File: config.mk
export PLATFORM = sky130hd
export DESIGN_NAME = comment_stripper
export DESIGN_NICKNAME = d
export VERILOG_FILES = /design/src/hw/rtl/cs_pkg.sv /design/src/hw/rtl/comment_stripper.sv /design/src/hw/rtl/cs_scan.sv /design/src/hw/rtl/cs_resq.sv
export SDC_FILE = /design/constraint.sdc
export NUM_CORES = 1
export LEC_CHECK = 0
export ABC_AREA = 1
export BUFFER_PORTS_ARGS = -buffer_cell sky130_fd_sc_hd__buf_2
export CAP_MARGIN = 15
export CORE_ASPECT_RATIO = 0.75
export CORE_MARGIN = 2
export CORE_UTILIZATION = 50
export DETAILED_ROUTE_END_ITERATION = 8
export PLACE_DENSITY = 0.74
export SYNTH_ARGS = -nofsm -noshare
export SYNTH_HDL_FRONTEND = slang
export SYNTH_SLANG_ARGS = --single-unit
File: constraint.sdc
create_clock -name clk -period 3.11 [get_ports clk]
set_clock_uncertainty 0.05 [all_clocks]
set_input_delay 0.4665 -clock clk [delete_from_list [all_inputs] [get_ports clk]]
set_output_delay 0.4665 -clock clk [all_outputs]
set_load 0.005 [all_outputs]
File: src/hw/rtl/cs_pkg.sv
// cs_pkg: shared types and character constants for the comment stripper
// no dependencies; imported by cs_scan, cs_resq, comment_stripper and tb

package cs_pkg;

	typedef enum logic [2:0] {
		MODE_NORMAL     = 3'd0,
		MODE_LINE       = 3'd1,
		MODE_BLOCK      = 3'd2,
		MODE_BLOCK_STAR = 3'd3,
		MODE_STRING     = 3'd4,
		MODE_STRING_ESC = 3'd5
	} scan_mode_t;

	localparam logic [7:0] CH_SLASH     = 8'h2f;
	localparam logic [7:0] CH_STAR      = 8'h2a;
	localparam logic [7:0] CH_QUOTE     = 8'h22;
	localparam logic [7:0] CH_BACKSLASH = 8'h5c;
	localparam logic [7:0] CH_NEWLINE   = 8'h0a;

	// one output word
	typedef struct packed {
		logic [7:0] data;
		logic       valid;
		logic       last;
	} res_t;

	// results produced by one input word, packed from r0 up
	typedef struct packed {
		logic [1:0] count;
		res_t       r0;
		res_t       r1;
	} scan_res_t;

endpackage

File: src/hw/rtl/comment_stripper.sv
// comment_stripper: top level, strips c-style comments from a byte stream
// an accepted input word is held in the input register; its results are then registered in the result queue
// throughput: one input word per cycle; any held input word waits, and stalls the input,
//   while the four-entry result queue has fewer than two free slots
// reset: arst_n clears the input valid flag, scanner state, queue pointers and queue count
// depends on cs_pkg, cs_scan and cs_resq

module comment_stripper import cs_pkg::*; (
	input  logic       clk,
	input  logic       arst_n,
	// input stream
	input  logic       s_tvalid,
	output logic       s_tready,
	input  logic [7:0] s_tdata,   // [7:0] in_byte
	input  logic       s_tlast,   // in_last
	// output stream
	output logic       m_tvalid,
	input  logic       m_tready,
	output logic [7:0] m_tdata,   // [7:0] out_byte
	output logic       m_tuser,   // [0] byte_valid
	output logic       m_tlast    // end_of_text
);

	// input register
	logic       valid_s1;
	logic [7:0] byte_s1;
	logic       last_s1;

	logic      advance;
	logic      room;
	scan_res_t scan_res;
	res_t      head;

	// the held word moves into the queue when there is room for two results
	assign advance  = valid_s1 && room;
	assign s_tready = !valid_s1 || advance;

	always_ff @(posedge clk or negedge arst_n) begin
		if (!arst_n) begin
			valid_s1 <= 1'b0;
		end else if (s_tready) begin
			valid_s1 <= s_tvalid;
		end
	end

	// payload needs no reset
	always_ff @(posedge clk) begin
		if (s_tready && s_tvalid) begin
			byte_s1 <= s_tdata;
			last_s1 <= s_tlast;
		end
	end

	// scanner: decides what each word produces and updates the mode
	cs_scan u_scan (
		.clk     (clk),
		.arst_n  (arst_n),
		.advance (advance),
		.in_byte (byte_s1),
		.in_last (last_s1),
		.res     (scan_res)
	);

	// result queue decouples the output side from the scanner
	cs_resq u_resq (
		.clk        (clk),
		.arst_n     (arst_n),
		.push       (advance),
		.push_res   (scan_res),
		.room       (room),
		.head_valid (m_tvalid),
		.head       (head),
		.pop        (m_tready)
	);

	assign m_tdata = head.data;
	assign m_tuser = head.valid;
	assign m_tlast = head.last;

	a_tready_when_empty: assert property (@(posedge clk) disable iff (!arst_n)
		!valid_s1 |-> s_tready)
		else $error("input stalled with empty input register");

	a_advance_drains: assert property (@(posedge clk) disable iff (!arst_n)
		advance && !(s_tvalid && s_tready) |=> !valid_s1)
		else $error("input register not released");

	a_hold_when_blocked: assert property (@(posedge clk) disable iff (!arst_n)
		valid_s1 && !room |=> valid_s1 && $stable(byte_s1) && $stable(last_s1))
		else $error("stalled input word lost");

endmodule

File: src/hw/rtl/cs_scan.sv
// cs_scan: scanner state and per-word decode of comments and strings
// depends on cs_pkg

module cs_scan import cs_pkg::*; (
	input  logic       clk,
	input  logic       arst_n,
	input  logic       advance,
	input  logic [7:0] in_byte,
	input  logic       in_last,
	output scan_res_t  res
);

	scan_mode_t mode_q, mode_d;
	logic       slash_q, slash_d;

	always_ff @(posedge clk or negedge arst_n) begin
		if (!arst_n) begin
			mode_q  <= MODE_NORMAL;
			slash_q <= 1'b0;
		end else if (advance) begin
			mode_q  <= mode_d;
			slash_q <= slash_d;
		end
	end

	always_comb begin
		logic       e0_v, e1_v;
		logic [7:0] e0_b, e1_b;
		scan_mode_t m;
		logic       s;
		e0_v = 1'b0;
		e1_v = 1'b0;
		e0_b = 8'h00;
		e1_b = 8'h00;
		m    = mode_q;
		s    = 1'b0;
		res  = '0;

		if (slash_q) begin
			if (in_byte == CH_SLASH) begin
				m = MODE_LINE;
			end else if (in_byte == CH_STAR) begin
				m = MODE_BLOCK;
			end else begin
				// held slash goes out first, then this byte as plain text
				e0_v = 1'b1;
				e0_b = CH_SLASH;
				e1_v = 1'b1;
				e1_b = in_byte;
				if (in_byte == CH_QUOTE)
					m = MODE_STRING;
			end
		end else begin
			case (mode_q)
				MODE_LINE: begin
					if (in_byte == CH_NEWLINE) begin
						e0_v = 1'b1;
						e0_b = in_byte;
						m    = MODE_NORMAL;
					end
				end
				MODE_BLOCK: begin
					if (in_last) begin
						e0_v = 1'b1;
						e0_b = in_byte;
					end else if (in_byte == CH_STAR) begin
						m = MODE_BLOCK_STAR;
					end else if (in_byte == CH_NEWLINE) begin
						e0_v = 1'b1;
						e0_b = in_byte;
					end
				end
				MODE_BLOCK_STAR: begin
					if (in_byte == CH_SLASH) begin
						m = MODE_NORMAL;
					end else if (in_last) begin
						e0_v = 1'b1;
						e0_b = in_byte;
					end else if (in_byte != CH_STAR) begin
						e0_v = (in_byte == CH_NEWLINE);
						e0_b = in_byte;
						m    = MODE_BLOCK;
					end
				end
				MODE_STRING: begin
					e0_v = 1'b1;
					e0_b = in_byte;
					if (in_byte == CH_QUOTE)
						m = MODE_NORMAL;
					else if (in_byte == CH_BACKSLASH && !in_last)
						m = MODE_STRING_ESC;
				end
				MODE_STRING_ESC: begin
					e0_v = 1'b1;
					e0_b = in_byte;
					m    = MODE_STRING;
				end
				default: begin
					m = MODE_NORMAL;
					if (in_byte == CH_SLASH && !in_last) begin
						s = 1'b1;
					end else begin
						e0_v = 1'b1;
						e0_b = in_byte;
						if (in_byte == CH_QUOTE)
							m = MODE_STRING;
					end
				end
			endcase
		end

		// e1 only ever comes with e0
		if (e0_v) begin
			res.r0 = '{data: e0_b, valid: 1'b1, last: 1'b0};
			res.r1 = '{data: e1_b, valid: e1_v, last: 1'b0};
			res.count = e1_v ? 2'd2 : 2'd1;
		end

		if (in_last) begin
			if (!e0_v) begin
				res.count = 2'd1;
				res.r0    = '{data: 8'h00, valid: 1'b0, last: 1'b1};
			end else if (e1_v) begin
				res.r1.last = 1'b1;
			end else begin
				res.r0.last = 1'b1;
			end
			m = MODE_NORMAL;
			s = 1'b0;
		end

		mode_d  = m;
		slash_d = s;
	end

	a_slash_in_normal: assert property (@(posedge clk) disable iff (!arst_n)
		slash_q |-> mode_q == MODE_NORMAL)
		else $error("slash held outside normal text");

	a_last_resets: assert property (@(posedge clk) disable iff (!arst_n)
		advance && in_last |=> mode_q == MODE_NORMAL && !slash_q)
		else $error("state not cleared after end of text");

	a_last_has_result: assert property (@(posedge clk) disable iff (!arst_n)
		advance && in_last |-> res.count != 2'd0)
		else $error("end of text without a result");

endmodule

File: src/hw/rtl/cs_resq.sv
// cs_resq: four-entry result queue, up to two pushes and one pop per cycle
// depends on cs_pkg

module cs_resq import cs_pkg::*; (
	input  logic      clk,
	input  logic      arst_n,
	input  logic      push,
	input  scan_res_t push_res,
	output logic      room,
	output logic      head_valid,
	output res_t      head,
	input  logic      pop
);

	res_t       entry_q [4];
	logic [1:0] wr_ptr_q, rd_ptr_q;
	logic [2:0] count_q;
	logic [1:0] n_push;
	logic       do_pop;

	assign n_push     = push ? push_res.count : 2'd0;
	assign head_valid = (count_q != 3'd0);
	assign head       = entry_q[rd_ptr_q];
	assign do_pop     = pop && head_valid;
	// two free slots needed for the worst case
	assign room       = (count_q <= 3'd2);

	always_ff @(posedge clk) begin
		if (n_push != 2'd0)
			entry_q[wr_ptr_q] <= push_res.r0;
		if (n_push == 2'd2)
			entry_q[wr_ptr_q + 2'd1] <= push_res.r1;
	end

	always_ff @(posedge clk or negedge arst_n) begin
		if (!arst_n) begin
			wr_ptr_q <= 2'd0;
			rd_ptr_q <= 2'd0;
			count_q  <= 3'd0;
		end else begin
			wr_ptr_q <= wr_ptr_q + n_push;
			if (do_pop)
				rd_ptr_q <= rd_ptr_q + 2'd1;
			count_q <= count_q + {1'b0, n_push} - {2'b00, do_pop};
		end
	end

	a_no_overflow: assert property (@(posedge clk) disable iff (!arst_n)
		count_q <= 3'd4)
		else $error("result queue overflow");

	a_push_with_room: assert property (@(posedge clk) disable iff (!arst_n)
		n_push != 2'd0 |-> room)
		else $error("push into full queue");

	a_count_tracks: assert property (@(posedge clk) disable iff (!arst_n)
		!push && !do_pop |=> $stable(count_q))
		else $error("count moved without traffic");

endmodule

==> impl_metrics.yaml <==
status:
  status: "finished, final reports clean"
cells_and_area:
  seq_area_sq_um: 1770
  layout-drive-gt1-share_pct: 15.2
  multi_input_area_sq_um: 1270
  syn2layout_area_growth_pct: 12.8
  nets: 415
  num-fill-cells: 562
  diodes: 0
power:
  p_seq_share_pct: 42.1
  power_leakage_nw: 1.59
  power.share.switching_pct: 36.5
  internal_power_mw: 1.92
  fin_total_pwr_mw: 3.03
  clkPwrFrac_pct: 23.8
  combPwrFrac_pct: 34.1
  irDropWorstVdd_uv: 336
  powerDensity_nw_per_um2: 831
  switchingPower_mw: 1.10
clocking:
  htreeDepth: 3
  cts_hold_buffers: 1
  clk_latency_ns: 0.34
  root_buffer: "clkbuf_8"
  cts_max_path_buffers: 2
  cts_made_buffers: 9
  ctsResizeCount: 0
  cts_tree: "built"
  cts.clk_slew.worst_paths_ns: 0.07
  clock-sinks: 61
  postCtsSetupBuffers: 0
floorplanning:
  floorplan.initialDensity_pct: 51.4
  core_area_sq_um: 6290
  fp-row-count: 25
  die_h_microns: 73.6
  die_area_sq_um: 7130
  die_x_microns: 96.8
  ios: 25
detailed_routing:
  drt-total-wl_microns: 7310
  drt_iter0_markers: 234
  drt-wirelength-per-cell_microns: 15.1
  first_pass_iters: 5
  via_per_inst: 5.39
  drc: 0
  vias: 2604
  antenna_left: 0
critical_path:
  path_cells: "inv_1 -> nand2_1 -> nor2_4 -> nand2_1 -> nand3_4 -> nor2_4 -> inv_1 -> ha_1 -> inv_1 -> fa_1 -> xnor2_1"
  worst_ep_arrival_time_ns: 2.71
  crit_required_ns: 3.29
  cpMostUsedCell: "inv_1"
  worstPathMaxFanout: 17
  slowest_delay_ns: 0.46
  startpoint_type: "register"
  slowest_stage: "edfxtp_1"
  r2r_cells: 11
  path_class: "register to register"
  endpoint_kind: "register"
global_routing:
  grt_pass1_wl_microns: 11600
  grt_pass1_vias: 2349
  grt_max_degree: 22
  antenna_found_initial: 0
  overflow: 0
  gr-usage-all-layers_pct: 21.6
job:
  max-cap-violations: 0
min_path:
  hp-class: "input pin to register"
  hold_depth: 1
timing:
  finalMaxSlewViolations: 0
  grt_setup_unrepaired: "no"
  hold_viol: 0
  max_freq_mhz: 396
  setup_viol: 0
  worstMarginPinSlew_ns: 0.746
  slew_headroom_pct: 50.1
  fin_crit_ns: 2.52
  finalSetupTns_ns: 0
  period_share_pct: 81.1
  timing.hold.ws_ns: 0.251
logic_synthesis:
  yosysWarnings: 0
  synth_fp_nets: 385
  synth_cell_types: 32
  syn-mean-instance-area_sq_um: 8.80
  synth_cells: 367
  seq_area_frac_synth_pct: 54.8
  ys_ff_latch: 61
  syn_area_sq_um: 3230
placed_design:
  dpl.hpwl_microns: 5260
  port_buffers: 24
  gp_congestion: 0.934
-- placed cells by master (no fill, tap or decap) --
master and n:
nand3_4 1, nor3_1 4, dlygate4sd3_1 1, nand4_1 3, nor2_4 3, nor2_2 3
clkinv_4 1, clkbuf_8 11, buf_2 24, nand2_4 1, edfxtp_1 49, nand2_2 7
buf_4 2, nand3_1 7, o21a_1 1, o21ai_1 2, or2_2 1, inv_1 39
nor2_1 68, xor2_1 3, clkinv_2 1, o21ai_0 41, nand2_1 75, o21ai_2 1
o22ai_1 10, clkinv_1 2, nand3b_1 2, o211ai_1 2, nand3_2 3, xnor2_1 2
dfrtp_1 12, fa_1 1, bufinv_16 1, clkbuf_1 1, ha_1 4, a21oi_1 12
inv_2 1
-- per-stage QoR --
| step | std cells | utilization, % | worst slack [ns] | cell area, sq um |
|---|---|---|---|---|
| 2_1_floorplan | 367 | - | 0.916 | 3230 |
| 3_3_place_gp | 466 | 54.6 | 0.608 | 3430 |
| 3_5_place_dp | 466 | 54.6 | 0.604 | 3430 |
| 4_1_cts | 483 | 58.0 | 0.587 | 3640 |
| 5_1_grt | 483 | 58.0 | 0.435 | 3640 |
| 6_report | 483 | 58.0 | 0.587 | 3640 |
-- critical path, delay by kind of cell (launching register included) --
family,cells,cell delay [ns]
buf+inv,3,0.22
flops,1,0.46
simple gates,5,0.84
xor+xnor,1,0.13
fa+ha+maj,2,0.72
-- per-layer routing --
| metal | wire length (microns) | vias to the layer above | global-route usage, % |
|---|---|---|---|
| met3 | 476 | 13 | 5.33 |
| li1 | - | 1277 | - |
| met4 | 113 | 0 | 9.08 |
| met1 | 3230 | 1203 | 27.3 |
| met5 | 0 | - | 0 |
| met2 | 3480 | 111 | 36.3 |
-- registers in the layout (all words and copies together), names as in the netlist --
register	count
u_resq.entry_q	40
u_resq.wr_ptr_q	2
u_scan.mode_q	3
u_resq.rd_ptr_q	2
u_scan.slash_q	1
byte_s1	8
u_resq.count_q	3
last_s1	1
valid_s1	1
-- final cells by class --
| type | instances | area share (%) |
|---|---|---|
| Clock buffer | 12 | 4.26 |
| Multi-Input combinational cell | 257 | 34.8 |
| Timing Repair Buffer | 27 | 3.98 |
| Tap cell | 81 | 2.78 |
| Clock inverter | 4 | 1.30 |
| Sequential cell | 61 | 48.6 |
| Inverter | 41 | 4.22 |
-- Yosys cell counts (all sizes together) --
cell    count  share of area, %
o21a        1              0.23
edfxtp     49                46
xor2        3              0.81
nand2      83                10
or2         1              0.19
ha          4               1.5
nand3b      2              0.46
a21oi      12               1.9
nand3      11               2.6
nand4       3              0.58
o22ai      10               1.9
o21ai      44               6.9
fa          1              0.62
inv        40               4.6
buf         2              0.39
nor2       74               9.5
nor3        4              0.62
dfrtp      12               9.3
xnor2       2              0.54
clkinv      1              0.12
clkbuf      6              0.70
o211ai      2              0.46
-- path summary, 6_finish.rpt --
path                                       start                end  slack (ns)
worst max-delay path                  byte_s1[7]  u_resq.count_q[2]        0.59
worst min-delay path                  s_tdata[7]         byte_s1[7]        0.25
worst max register to register        byte_s1[7]  u_resq.count_q[2]        0.59
worst min register to register  u_scan.mode_q[1]   u_scan.mode_q[1]        0.51
max in group asynchronous                 arst_n   u_scan.mode_q[0]        2.31
min in group asynchronous                 arst_n   u_scan.mode_q[2]        0.48
-- power groups by stage --
stage	sequential [mW]	clock, mW	combinational, mW
after detailed placement	1.29	0	1.04
after CTS	1.27	0.733	1.04
after floorplan	1.23	0	0.735
final	1.27	0.722	1.03
after global routing	1.30	0.765	1.17
after global placement	1.28	0	0.987
-- cell families after synthesis --
group | Yosys count | share of synthesized area, %
XOR/XNOR | 5 | 1.36
adder cells (fa/ha/maj) | 5 | 2.17
buffers and inverters | 49 | 5.85
AO/OA/AOI/OAI | 69 | 11.4
AND/OR/NAND/NOR | 178 | 24.4
flip-flops | 61 | 54.8
Note: power is estimated with default switching activity, not from simulation.
